[config.mk]
export PLATFORM = sky130hd
export DESIGN_NAME = circle_raster_generator_core
export DESIGN_NICKNAME = d
export VERILOG_FILES = /design/src/rtl/crg_pkg.sv /design/src/rtl/circle_raster_generator_core.sv
export SDC_FILE = /design/constraint.sdc
export NUM_CORES = 1
export LEC_CHECK = 0
export CELL_PAD_IN_SITES_DETAIL_PLACEMENT = 0
export CELL_PAD_IN_SITES_GLOBAL_PLACEMENT = 1
export CORE_MARGIN = 5
export CORE_UTILIZATION = 55
export CTS_CLUSTER_SIZE = 24
export DETAILED_ROUTE_END_ITERATION = 16
export DONT_BUFFER_PORTS = 1
export PLACE_DENSITY_LB_ADDON = 0.15
export SETUP_SLACK_MARGIN = 0.3
export SYNTH_ARGS = -nofsm -noshare
export SYNTH_HDL_FRONTEND = slang
export SYNTH_SLANG_ARGS = --single-unit
export TNS_END_PERCENT = 1
[constraint.sdc]
create_clock -name clk -period 18.41 [get_ports clk]
set_clock_uncertainty 0.1 [all_clocks]
set_input_delay 1.841 -clock clk [delete_from_list [all_inputs] [get_ports clk]]
set_output_delay 1.841 -clock clk [all_outputs]
set_load 0.01 [all_outputs]
[src/rtl/crg_pkg.sv]
`timescale 1ns / 1ps
`default_nettype none
// ----------------------------------------------------------------------------
// crg_pkg
// Beat types and fixed constants of the midpoint circle rasterizer.
// ----------------------------------------------------------------------------
package crg_pkg;

    localparam logic CMD_START = 1'b0;
    localparam logic CMD_STEP  = 1'b1;

    localparam int X_W    = 14;
    localparam int Y_W    = 15;
    localparam int DEC_W  = 18;
    localparam int RAD_W  = 13;
    localparam int LEN_W  = 15;
    localparam int FLD_W  = 16;

    // decision variable constants of the midpoint recurrence
    localparam logic [DEC_W-1:0] DEC_INIT     = 18'd3;
    localparam logic [DEC_W-1:0] DEC_STRAIGHT = 18'd6;
    localparam logic [DEC_W-1:0] DEC_DIAG     = 18'd10;

    localparam logic [2:0] LAST_OCTANT = 3'd7;
    localparam logic [2:0] LAST_SPAN   = 3'd3;

    typedef struct packed {
        logic                    cmd;
        logic signed [FLD_W-1:0] center_x;
        logic signed [FLD_W-1:0] center_y;
        logic [RAD_W-1:0]        radius;
        logic                    fill_mode;
        logic [FLD_W-1:0]        color;
    } in_beat_t;

    typedef struct packed {
        logic signed [FLD_W-1:0] px;
        logic signed [FLD_W-1:0] py;
        logic [LEN_W-1:0]        span_len;
        logic [FLD_W-1:0]        out_color;
        logic                    last_of_step;
        logic                    circle_done;
    } out_beat_t;

endpackage

`default_nettype wire

[src/rtl/circle_raster_generator_core.sv]
`timescale 1ns / 1ps
`default_nettype none
// ----------------------------------------------------------------------------
// circle_raster_generator_core
// Midpoint circle rasterizer, outline pixels or filled horizontal spans.
// ----------------------------------------------------------------------------
// A start beat latches center, radius, color and mode; each step beat advances
// the decision variable once while the circle runs. An accepted beat is turned
// into a job of 8 outline pixels, 4 fill spans or nothing, and the job is
// played out through the result register one beat per cycle while out_ready
// stays high. The next input beat is taken in the cycle the current job loads
// its last result, which keeps the result channel busy while out_ready stays
// high and input beats that give results keep coming.
module circle_raster_generator_core #(
    parameter int COLOR_BITS = 16,
    parameter int COORD_BITS = 16
) (
    input  wire                      clk,
    input  wire                      rst_n,
    input  wire                      in_valid,
    output logic                     in_ready,
    input  wire crg_pkg::in_beat_t   in_data,
    output logic                     out_valid,
    input  wire                      out_ready,
    output crg_pkg::out_beat_t       out_data
);
    import crg_pkg::*;

    // iteration state
    logic [X_W-1:0]        step_x_reg, step_x_next;
    logic [Y_W-1:0]        step_y_reg, step_y_next;
    logic [DEC_W-1:0]      decision_reg, decision_next;
    logic [COORD_BITS-1:0] held_cx_reg, held_cx_next;
    logic [COORD_BITS-1:0] held_cy_reg, held_cy_next;
    logic [COLOR_BITS-1:0] held_color_reg, held_color_next;
    logic                  held_fill_reg, held_fill_next;
    logic                  running_reg, running_next;

    // job being played out
    logic                  job_valid_reg, job_valid_next;
    logic [2:0]            job_idx_reg, job_idx_next;
    logic [X_W-1:0]        job_x_reg, job_x_next;
    logic [Y_W-1:0]        job_y_reg, job_y_next;
    logic [COORD_BITS-1:0] job_cx_reg, job_cx_next;
    logic [COORD_BITS-1:0] job_cy_reg, job_cy_next;
    logic [COLOR_BITS-1:0] job_color_reg, job_color_next;
    logic                  job_fill_reg, job_fill_next;
    logic                  job_done_reg, job_done_next;

    logic                  out_valid_reg, out_valid_next;
    out_beat_t             out_data_reg, out_data_next;

    logic                  accept;
    logic                  out_free;
    logic                  emit;
    logic                  job_last;
    logic [2:0]            last_idx;

    // advance datapath
    logic [DEC_W-1:0]      x_ext, y_ext;
    logic [DEC_W-1:0]      adv_d;
    logic [X_W-1:0]        adv_x;
    logic [Y_W-1:0]        adv_y;
    logic                  adv_run;

    // start datapath
    logic [31:0]           cx_wide, cy_wide;
    logic [DEC_W-1:0]      start_d;

    // result datapath
    logic                  swap, neg_x, neg_y;
    logic signed [Y_W-1:0] off_a, off_b;
    logic signed [31:0]    off_a32, off_b32, xoff32, yoff32;
    logic [COORD_BITS-1:0] sum_x, sum_y;
    logic [31:0]           sum_x32, sum_y32, color32;
    logic [LEN_W-1:0]      len_val;

    assign out_free = !out_valid_reg || out_ready;
    assign last_idx = job_fill_reg ? LAST_SPAN : LAST_OCTANT;
    assign job_last = (job_idx_reg == last_idx);
    assign emit     = job_valid_reg && out_free;
    assign in_ready = !job_valid_reg || (out_free && job_last);
    assign accept   = in_valid && in_ready;

    // one midpoint update from the held point
    always_comb
    begin
        x_ext = {{(DEC_W-X_W){1'b0}}, step_x_reg};
        y_ext = {{(DEC_W-Y_W){step_y_reg[Y_W-1]}}, step_y_reg};
        if ($signed(decision_reg) > 0)
        begin
            adv_d = decision_reg + ((x_ext - y_ext) << 2) + DEC_DIAG;
            adv_y = step_y_reg - 1'b1;
        end
        else
        begin
            adv_d = decision_reg + (x_ext << 2) + DEC_STRAIGHT;
            adv_y = step_y_reg;
        end
        adv_x   = step_x_reg + 1'b1;
        adv_run = $signed({adv_y[Y_W-1], adv_y}) >= $signed({2'b00, adv_x});
    end

    assign cx_wide = 32'(in_data.center_x);
    assign cy_wide = 32'(in_data.center_y);
    assign start_d = DEC_INIT - {{(DEC_W-RAD_W-1){1'b0}}, in_data.radius, 1'b0};

    always_comb
    begin
        step_x_next     = step_x_reg;
        step_y_next     = step_y_reg;
        decision_next   = decision_reg;
        held_cx_next    = held_cx_reg;
        held_cy_next    = held_cy_reg;
        held_color_next = held_color_reg;
        held_fill_next  = held_fill_reg;
        running_next    = running_reg;

        job_valid_next  = job_valid_reg;
        job_idx_next    = job_idx_reg;
        job_x_next      = job_x_reg;
        job_y_next      = job_y_reg;
        job_cx_next     = job_cx_reg;
        job_cy_next     = job_cy_reg;
        job_color_next  = job_color_reg;
        job_fill_next   = job_fill_reg;
        job_done_next   = job_done_reg;

        if (emit)
        begin
            job_idx_next = job_idx_reg + 1'b1;
            if (job_last)
                job_valid_next = 1'b0;
        end

        if (accept)
        begin
            if (in_data.cmd == CMD_START)
            begin
                held_cx_next    = cx_wide[COORD_BITS-1:0];
                held_cy_next    = cy_wide[COORD_BITS-1:0];
                held_color_next = COLOR_BITS'(in_data.color);
                held_fill_next  = in_data.fill_mode;
                step_x_next     = '0;
                step_y_next     = {{(Y_W-RAD_W){1'b0}}, in_data.radius};
                decision_next   = start_d;
                running_next    = 1'b1;
                if (!in_data.fill_mode)
                begin
                    job_valid_next = 1'b1;
                    job_idx_next   = '0;
                    job_x_next     = '0;
                    job_y_next     = {{(Y_W-RAD_W){1'b0}}, in_data.radius};
                    job_cx_next    = cx_wide[COORD_BITS-1:0];
                    job_cy_next    = cy_wide[COORD_BITS-1:0];
                    job_color_next = COLOR_BITS'(in_data.color);
                    job_fill_next  = 1'b0;
                    job_done_next  = 1'b0;
                end
            end
            else if (running_reg)
            begin
                step_x_next    = adv_x;
                step_y_next    = adv_y;
                decision_next  = adv_d;
                running_next   = adv_run;
                job_valid_next = 1'b1;
                job_idx_next   = '0;
                job_cx_next    = held_cx_reg;
                job_cy_next    = held_cy_reg;
                job_color_next = held_color_reg;
                job_fill_next  = held_fill_reg;
                job_done_next  = !adv_run;
                // fill spans use the point before the update, outline after
                job_x_next     = held_fill_reg ? step_x_reg : adv_x;
                job_y_next     = held_fill_reg ? step_y_reg : adv_y;
            end
        end
    end

    // symmetric point selection for the current result
    always_comb
    begin
        if (job_fill_reg)
        begin
            swap  = job_idx_reg[1];
            neg_x = 1'b1;
            neg_y = job_idx_reg[0];
        end
        else
        begin
            swap  = job_idx_reg[2];
            neg_x = job_idx_reg[0];
            neg_y = job_idx_reg[1];
        end
        off_a   = swap ? job_y_reg : {1'b0, job_x_reg};
        off_b   = swap ? {1'b0, job_x_reg} : job_y_reg;
        off_a32 = 32'(off_a);
        off_b32 = 32'(off_b);
        xoff32  = neg_x ? -off_a32 : off_a32;
        yoff32  = neg_y ? -off_b32 : off_b32;
        sum_x   = job_cx_reg + xoff32[COORD_BITS-1:0];
        sum_y   = job_cy_reg + yoff32[COORD_BITS-1:0];
        sum_x32 = 32'(sum_x);
        sum_y32 = 32'(sum_y);
        color32 = 32'(job_color_reg);
        if (job_fill_reg)
            len_val = swap ? {job_y_reg[Y_W-2:0], 1'b0} : {job_x_reg, 1'b0};
        else
            len_val = LEN_W'(1);
    end

    always_comb
    begin
        out_valid_next = out_valid_reg;
        out_data_next  = out_data_reg;
        if (emit)
        begin
            out_valid_next             = 1'b1;
            out_data_next.px           = sum_x32[FLD_W-1:0];
            out_data_next.py           = sum_y32[FLD_W-1:0];
            out_data_next.span_len     = len_val;
            out_data_next.out_color    = color32[FLD_W-1:0];
            out_data_next.last_of_step = job_last;
            out_data_next.circle_done  = job_done_reg;
        end
        else if (out_ready)
        begin
            out_valid_next = 1'b0;
        end
    end

    always_ff @(posedge clk or negedge rst_n)
    begin
        if (!rst_n)
        begin
            step_x_reg     <= '0;
            step_y_reg     <= '0;
            decision_reg   <= '0;
            held_cx_reg    <= '0;
            held_cy_reg    <= '0;
            held_color_reg <= '0;
            held_fill_reg  <= 1'b0;
            running_reg    <= 1'b0;
            job_valid_reg  <= 1'b0;
            job_idx_reg    <= '0;
            out_valid_reg  <= 1'b0;
        end
        else
        begin
            step_x_reg     <= step_x_next;
            step_y_reg     <= step_y_next;
            decision_reg   <= decision_next;
            held_cx_reg    <= held_cx_next;
            held_cy_reg    <= held_cy_next;
            held_color_reg <= held_color_next;
            held_fill_reg  <= held_fill_next;
            running_reg    <= running_next;
            job_valid_reg  <= job_valid_next;
            job_idx_reg    <= job_idx_next;
            out_valid_reg  <= out_valid_next;
        end
    end

    always_ff @(posedge clk)
    begin
        job_x_reg     <= job_x_next;
        job_y_reg     <= job_y_next;
        job_cx_reg    <= job_cx_next;
        job_cy_reg    <= job_cy_next;
        job_color_reg <= job_color_next;
        job_fill_reg  <= job_fill_next;
        job_done_reg  <= job_done_next;
        out_data_reg  <= out_data_next;
    end

    assign out_valid = out_valid_reg;
    assign out_data  = out_data_reg;

endmodule

`default_nettype wire

==> results_dict.tcl, run 1 <==
set metrics [dict create \
    placed_cells 1909 \
    syn2layout_area_growth_pct 7.70 \
    worstPathMaxFanout 40 \
    initial_core_util_pct 56.1 \
    grt_pass1_vias 11100 \
    power_frac_seq_pct 29.3 \
    grt_max_degree 115 \
    chipHeight_um 179 \
    grt_use_total_pct 22.5 \
    critPathMaxStageDelay_ns 0.60 \
    critPathKind "reg -> reg" \
    critPathSlowestCell "edfxtp_1" \
    antenna_found_initial 0 \
    gp_congestion 0.891 \
    port-buffer-count 0 \
    die_area_sq_um 32000 \
    core_sq_um 28000 \
    power_frac_comb_pct 54.3 \
    finalHoldViolCount 0 \
    synth-edff-count 144 \
    path_buf_inv 1 \
    p_sw_w 0.00144 \
    ir_drop_mv 0.168 \
    p_per_area_nw_per_um2 204 \
    largest_register_ffs 65 \
    pre_cts_ws_ns 13.53 \
    fin_ws_ns 13.68 \
    drv_cap 0 \
    first_iter_violations 504 \
    syn_area_sq_um 15700 \
    clk_path_buf_depth 3 \
    yosys_warnings 0 \
    fin_cells 1959 \
    cts_tree "built" \
    die-width_um 179 \
    yosysMostFrequentCell "nand2_1" \
    cts_root_buf "clkbuf_16" \
    syn_nets 1786 \
    setup_violations 0 \
    drtAntennaViolNets 0 \
    drive_gt1_share_pct 8.16 \
    power_w 0.00345 \
    syn_avg_cell_area_sq_um 9.87 \
    antenna_cells 0 \
    num_vias 11100 \
    ctsResizeCount 0 \
    cts.sinks 246 \
    path_cells "mux2i_4 -> buf_4 -> mux2i_1 -> nand4_1 -> nor3_1 -> a21oi_1 -> xnor2_1 -> ha_1 -> and3_1 -> a21oi_1 -> o211ai_1 -> and3_1 -> a311oi_1 -> xnor2_1" \
    min_period_ns 4.73 \
    path_clk_slew_ns 0.06 \
    wl_per_cell_um 18.5 \
    rows 61 \
    switching_share_pct 41.8 \
    power_frac_clock_pct 16.4 \
    max_freq_mhz 211 \
    startpoint_type "register" \
    cp-end-kind "register" \
    drc 0 \
    via_per_inst 5.66 \
    gr-total-overflow 0 \
    pin_count 134 \
    cp.arrival_ns 4.91 \
    power.leakage_nw 7.13 \
    hold_path_class "reg -> reg" \
    yosys_most_used_dff "edfxtp_1" \
    critPathTopFamily "simple AND/OR/NAND/NOR gates" \
    synth_common_cells "237 x nand2_1, 144 x edfxtp_1, 123 x ha_1" \
    worstPathRequired_ns 18.59 \
    routed_wl_um 36300 \
    ctsHoldBuffers 0 \
    drt-pass1-iter-count 5 \
    clock_latency_ns 0.54 \
    post_cts.repair.setup_buffers 0 \
    synth_top_cells_by_area "edfxtp_1 28%, dfrtp_1 16%, ha_1 9.8%, xnor2_1 5.7%, nand2_1 5.7%" \
    p_int_w 0.00201 \
    async_reset_ff_share_pct 41.5 \
    synth_top_area_share_pct 27.5 \
    h-tree-depth 1 \
    numCtsBuffers 27 \
    status "finished, final reports clean" \
    yosys.cell_types.count 73 \
    synth_area_leader_cell "edfxtp_1" \
    synthCells 1591 \
    nets 1755 \
    dp_hpwl_um 26200 \
    worst_slew_pin_slew_ns 1.00 \
    synth-seq-cells 246 \
    slew_violations 0 \
    max_slew_margin_pct 33.1 \
    fin_crit_sh_pct 25.7 \
    grt_pass1_wl_um 58300 \
    rsz0062_at_grt "no" \
    tns_ns 0 \
    ys_seq_area_share_pct 43.8 \
]
==> power by group through the flow <==
stage	logic [W]	clock network [W]	registers (W)
floorplan	0.00154	0	0.000959
global placement	0.00185	0	0.00102
detailed placement	0.00188	0	0.00102
CTS	0.00189	0.000579	0.00101
global route	0.00214	0.000604	0.00103
finish	0.00188	0.000567	0.00101
==> cell families after synthesis <==
kind of cell,count (synthesis),share of synthesized area [%]
buffers and inverters,132,3.42
DFF,246,43.8
xor gates and xnor gates,149,8.36
muxes,98,6.75
and+or+nand+nor,520,14.7
adders and majority gates,128,10.4
AOI/OAI and AO/OA,318,12.5
==> worst reg2reg max path, delay by kind of cell, from the launching register on <==
kind                       cells  cell delay [ns]
and+or+nand+nor                4             0.95
xor gates and xnor gates       2             0.33
DFF                            1             0.60
AOI/OAI and AO/OA              4             0.82
adders and majority gates      1             0.31
buffers and inverters          1             0.49
muxes                          2             0.87
==> placed cells by master, fill, tap and decap left out, types with 14 or more instances in the layout <==
cell type,synthesis,final
a21oi_1,101,100
a31oi_1,19,19
nand3_1,31,31
o31ai_1,14,14
nor3_1,34,34
and3_1,17,17
xnor2_1,102,102
ha_1,123,123
nor2_1,122,121
o21ai_0,67,67
mux2i_1,45,45
inv_1,60,59
dfrtp_1,102,102
clkbuf_16,0,27
xor2_1,46,46
mux2_2,49,49
edfxtp_1,144,144
or3_1,16,16
o22ai_1,18,18
a21o_1,20,20
nand2_1,237,236
==> per-layer routing <==
metal	share of wire, %	global-route usage (%)	vias up
li1	-	-	5597
met1	45	30.4	5262
met2	49	39.4	196
met3	4.8	3.06	33
met4	1.3	3.87	0
met5	0	0	-
==> worst paths after layout <==
kind	startpoint	end	slack (ns)	depth (start not counted)
worst min-delay path	job_done_reg	out_data[0]	0.32	0
worst max-delay path	job_fill_reg	out_data[64]	13.68	14
worst max register to register	job_fill_reg	out_data[64]	13.68	14
worst min register to register	job_done_reg	out_data[0]	0.32	0
max in group asynchronous	rst_n	held_color_reg[2]	17.16	0
min in group asynchronous	rst_n	held_cy_reg[13]	0.91	0
==> layout make-up <==
cell class | instances | area, sq um
sequential | 246 | 6880
clock inverter | 17 | 220
fill | 2416 | 11100
timing repair buffer | 10 | 75.1
multi-input combinational | 1213 | 8320
clock buffer | 33 | 718
inverter | 62 | 233
tap | 378 | 473
==> per-stage QoR <==
stage | utilization (%) | hold slack [ns] | area, sq um
3_5_place_dp | 57.0 | 0.305 | 16000
6_report | 60.4 | 0.317 | 16900
2_1_floorplan | - | 0.300 | 15700
3_3_place_gp | 57.0 | 0.302 | 16000
4_1_cts | 60.4 | 0.319 | 16900
5_1_grt | 60.4 | 0.325 | 16900
No activity file was read; power rests on OpenSTA's default activity.
==> run 2: changes to the inputs <==
- ABC_AREA: default -> 1
- CORE_UTILIZATION: 55 -> 49
- clock period: 18.41 -> 4.38 ns (I/O delays scaled with it)
==> run 2 against run 1 <==
Net effect:
- fmax grew 23%
- synthesized cell count up 16%
- utilization shrank 3.7 points
- worst hold slack worse by 0.29 ns
- critical endpoint unchanged
- routed wire length rose by 16%
==> results_dict.tcl, run 2 <==
set metrics [dict create \
    cp-end-kind "register" \
    synth_top_cells_by_area "edfxtp_1 28%, dfrtp_1 16%, nand2_1 10%, ha_1 9.8%, inv_1 5.9%" \
    min_period_ns 3.85 \
    synth_common_cells "415 x nand2_1, 245 x inv_1, 177 x o21ai_0" \
    yosys_most_used_dff "edfxtp_1" \
    rows 65 \
    cts.sinks 246 \
    max_slew_margin_pct 26.9 \
    numCtsBuffers 28 \
    nets 2104 \
    grt_max_degree 105 \
    layout_common_cells "413 x nand2_1, 244 x inv_1, 175 x o21ai_0" \
    path_cells "nand2_1 -> nand2_8 -> o21ai_2 -> ha_1 -> nand3_1 -> nor2_2 -> nand3_2 -> nor2_4 -> nand4_1 -> o21ai_1 -> ha_1 -> inv_1 -> o21bai_1 -> a31oi_1 -> a21bo_2 -> a31oi_1 -> inv_1 -> nand3_1 -> nand2_1" \
    yosys_warnings 0 \
    yosys.cell_types.count 51 \
    routed_wl_um 42300 \
    synth-edff-count 144 \
    cp.arrival_ns 4.05 \
    initial_core_util_pct 49.6 \
    clk_path_buf_depth 3 \
    slew_violations 0 \
    first_iter_violations 841 \
    syn_avg_cell_area_sq_um 8.49 \
    yosysMostFrequentCell "nand2_1" \
    grt-busiest-layer "met2" \
    path_buf_inv 2 \
    drive_gt1_share_pct 7.30 \
    via_per_inst 5.39 \
    syn_nets 2036 \
    drc 0 \
    grt_use_total_pct 23.6 \
    antenna_found_initial 0 \
    core_sq_um 31600 \
    status "finished, final reports clean" \
    use_met2_pct 40.7 \
    drv_cap 0 \
    num_vias 12600 \
    chipHeight_um 189 \
    syn_area_sq_um 15600 \
    fin_crit_sh_pct 87.8 \
    grt_pass1_wl_um 67300 \
    fin_ws_ns 0.535 \
    port-buffer-count 0 \
    gr-total-overflow 0 \
    grt_pass1_vias 12400 \
    critPathSlowestCell "edfxtp_1" \
    path_clk_slew_ns 0.07 \
    pre_cts_ws_ns 0.252 \
    largest_register_ffs 65 \
    pin_count 134 \
    rsz0062_at_grt "yes" \
    grt_use_met1_pct 31.8 \
    tns_ns 0 \
    drtAntennaViolNets 0 \
    critPathMaxStageDelay_ns 0.49 \
    worstPathMaxFanout 12 \
    final_common_cell "nand2_1" \
    die-width_um 189 \
    ys_seq_area_share_pct 44.0 \
    gp_congestion 0.897 \
    critPathTopFamily "compound AO/OA/AOI/OAI gates" \
    cts_tree "built" \
    die_area_sq_um 35600 \
    setup_violations 0 \
    drt-pass1-iter-count 7 \
    synth_area_leader_cell "edfxtp_1" \
    syn2layout_area_growth_pct 14.4 \
    cts_root_buf "clkbuf_16" \
    antenna_cells 0 \
    max_freq_mhz 260 \
    wl_per_cell_um 18.1 \
    synthCells 1841 \
    dp_hpwl_um 29400 \
    worst_slew_pin_slew_ns 1.10 \
    worstPathRequired_ns 4.58 \
    clock_latency_ns 0.56 \
    hold_path_class "in -> reg" \
    critPathKind "reg -> reg" \
    synth-seq-cells 246 \
    synth_top_area_share_pct 27.7 \
    async_reset_ff_share_pct 41.5 \
    met3_usage_pct 2.85 \
    startpoint_type "register" \
    h-tree-depth 1 \
    finalHoldViolCount 0 \
]
run 2: stage by stage:
stage | area, sq um | hold slack (ns) | instances | util [%]
floorplan | 15700 | 0.0424 | 1841 | -
global placement | 16100 | 0.0472 | 2218 | 51.2
detailed placement | 16100 | 0.0479 | 2218 | 51.2
CTS | 17800 | 0.000317 | 2329 | 56.4
global route | 17900 | 0.00544 | 2333 | 56.7
finish | 17900 | 0.0235 | 2333 | 56.7
run 2: layout make-up:
| type | count | area, sq um |
|---|---|---|
| inverters | 251 | 942 |
| clock inverters | 19 | 283 |
| clock buffers | 33 | 741 |
| flip-flops and latches | 246 | 6880 |
| fillers | 2905 | 13700 |
| repair buffers | 89 | 896 |
| multi-input cells | 1293 | 7650 |
| well taps | 402 | 503 |
run 2: final timing paths:
path                                   from                end  slack, ns  depth (start not counted)
min in group asynchronous             rst_n     held_cy_reg[5]       0.36                          2
hold / removal                  in_data[62]      job_cx_reg[2]       0.02                          2
setup reg to reg               job_fill_reg       out_data[64]       0.53                         19
hold reg to reg            job_color_reg[6]        out_data[8]       0.31                          0
setup / recovery               job_fill_reg       out_data[64]       0.53                         19
max in group asynchronous             rst_n  held_color_reg[6]       3.26                          2
run 2: kinds of logic after synthesis:
family / Yosys count / share of synthesized area (%)
flops: 246 / 44.0
compound gates: 402 / 14.8
simple gates: 665 / 17.6
buf+inv: 302 / 7.62
fa+ha+maj: 128 / 10.5
mux: 1 / 0.0720
xor+xnor: 97 / 5.43
run 2: timing repair:
item,in CTS,in global routing
gates resized for setup,1,20
endpoints found under the setup margin,2,18
pin swaps,0,3
hold buffers,59,0
buffers inserted,0,4
hold endpoints to repair,198,0
run 2: layer usage:
metal  wire length [um]  vias to the layer above
met5                  0                        -
met4               1060                        0
met3               1890                       60
met2              20300                      320
met1              19000                     5872
li1                   -                     6334
Power of run 2 is not shown: default switching activity piles up to over one toggle a cycle in this logic, so the estimate is an artifact.
==> run 3: changes to the inputs <==
- CORE_ASPECT_RATIO: default -> 0.8
==> run 3 against run 2 <==
Net effect:
- routed wire length increased by 5.5%
- non-clock buffer count decreased by 7
- fmax decreased by 3.1%
- final cell count rose by 0.30%
- sequential share of layout area increased by 0.57 points
- critical path type unchanged
- flip-flop and latch count unchanged
- register-to-register slack got worse by 0.12 ns
- global-route usage increased by 0.83 points
==> results_dict.tcl, run 3 (synthesized netlist as in run 2, its figures left out) <==
set metrics [dict create \
    status "finished, final reports clean" \
    reg2reg_depth 20 \
    crit_top_cell "nand2_1" \
    gr-total-overflow 0 \
    chipHeight_um 170 \
    cts_root_buf "clkbuf_16" \
    min_period_ns 3.97 \
    finish.utilization_pct 56.0 \
    drc 0 \
    cp-startpoint "step_x_reg[0]" \
    fin_cells 2340 \
    drv_cap 0 \
    grt_pass1_vias 12000 \
    numCtsBuffers 26 \
    place_area_sq_um 16100 \
    rrSetupSlack_ns 0.41 \
    cts_tree "built" \
    path_clk_slew_ns 0.06 \
    placed_cells 2231 \
    grt_use_total_pct 24.4 \
    syn2layout_area_growth_pct 12.8 \
    setup_violations 0 \
    max_slew_margin_pct 33.9 \
    fin_crit_sh_pct 90.6 \
    routed_wl_um 44600 \
    rr_startpoint "step_x_reg[0]" \
    startpoint_type "register" \
    critPathKind "reg -> reg" \
    final_cell_area_sq_um 17600 \
    r2r_end "decision_reg[17]" \
    drt-pass1-iter-count 5 \
    path_cells "inv_1 -> ha_1 -> fa_1 -> o21ai_2 -> nand2_1 -> o211ai_1 -> nand3_1 -> nand2_1 -> xor2_1 -> ha_1 -> ha_1 -> a21oi_1 -> a21boi_0 -> nand3_2 -> a21oi_2 -> nand3_1 -> nand3_1 -> nand2_1 -> nand2_1 -> nand2_1" \
    grt_pass1_wl_um 69300 \
    tns_ns 0 \
    largest_register_ffs 65 \
    final_common_cell "nand2_1" \
    initial_core_util_pct 49.7 \
    cp.arrival_ns 4.31 \
    pin_count 134 \
    antenna_found_initial 1 \
    num_vias 12900 \
    cp-end-kind "register" \
    grt_max_degree 103 \
    nFillCells 2892 \
    rsz0062_at_grt "yes" \
    drive_gt1_share_pct 6.41 \
    port-buffer-count 0 \
    layout_common_cells "414 x nand2_1, 244 x inv_1, 174 x o21ai_0" \
    max_freq_mhz 252 \
    cp-endpoint "decision_reg[17]" \
    first_iter_violations 1321 \
    cts.sinks 246 \
    rows 58 \
    h-tree-depth 1 \
    worst_slew_pin_slew_ns 0.989 \
    finalHoldViolCount 0 \
    critPathSlowestCell "fa_1" \
    path_buf_inv 1 \
    wl_per_cell_um 19.1 \
    via_per_inst 5.51 \
    clock_latency_ns 0.55 \
    multiInputGateArea_sq_um 7650 \
    die-width_um 210 \
    clk_path_buf_depth 3 \
    slew_violations 0 \
    hold_path_class "in -> reg" \
    drtAntennaViolNets 0 \
    antenna_cells 0 \
    critPathTopFamily "adder cells" \
    gp_congestion 0.961 \
    worstPathMaxFanout 7 \
    dp_hpwl_um 31300 \
    critPathMaxStageDelay_ns 0.42 \
    core_sq_um 31500 \
    path_depth 20 \
    worstPathRequired_ns 4.73 \
    die_area_sq_um 35600 \
    nets 2095 \
    register_area_sq_um 6880 \
]
==> run 3: cell types whose count changed in the layout (fill, tap and decap cells not counted), moves of 2 or more <==
| cell | delta |
|---|---|
| clkbuf_1 | +6 |
| clkbuf_16 | -3 |
| clkinv_2 | -4 |
| bufinv_16 | -6 |
| buf_4 | -5 |
| clkbuf_8 | +4 |
| buf_12 | -2 |
==> run 3: how the worst min path moves through the flow <==
| stage | start | to | slack (ns) | depth (start not counted) |
|---|---|---|---|---|
| global route | in_data[33] | held_cy_reg[3] | 0.004 | 2 |
| finish | in_data[33] | held_cy_reg[3] | 0.02 | 2 |
| detailed placement | rst_n | decision_reg[5] | 0.05 | 0 |
| global placement | rst_n | decision_reg[4] | 0.05 | 0 |
| floorplan | rst_n | decision_reg[0] | 0.04 | 0 |
| CTS | in_data[62] | decision_reg[11] | 0.0005 | 3 |
==> run 3: area by class of cell <==
cell class                      instances  share of cell area (%)
Sequential cell                       246                    39.0
Clock buffer                           40                    4.21
Clock inverter                          8                   0.482
Timing Repair Buffer                   82                    4.62
Inverter                              251                    5.36
Tap cell                              420                    2.98
Multi-Input combinational cell       1293                    43.4
==> run 3: through the flow <==
step / hold WS (ns) / setup WS (ns)
2_1_floorplan: 0.0424 / 0.792
3_3_place_gp: 0.0466 / 0.279
3_5_place_dp: 0.0462 / 0.254
4_1_cts: 0.000508 / 0.314
5_1_grt: 0.00442 / 0.173
6_report: 0.0216 / 0.412
==> run 3: routing by layer <==
metal	routed length, um	track usage, %
met1	21900	37.3
met2	18700	36.1
met3	3230	5.64
met4	779	4.34
met5	0	0
==> run 3: worst register-to-register path, delay by kind of cell, from the launching register on <==
kind,cells,cell delay (ns)
XOR/XNOR,1,0.15
buffers and inverters,1,0.13
adder cells (fa/ha/maj),4,1.31
AND/OR/NAND/NOR,9,0.81
flip-flops,1,0.37
AO/OA/AOI/OAI,5,0.99
==> run 3: what timing repair did <==
action / 4_1_cts / 5_1_grt
gates resized for setup: 1 / 19
endpoints found under the hold margin: 192 / 1
hold buffers: 58 / 1
cloned: 0 / 0
endpoints found under the setup margin: 2 / 19
buffers inserted: 0 / 2
pin swaps: 0 / 3
Power of run 3 is left out for the same reason.
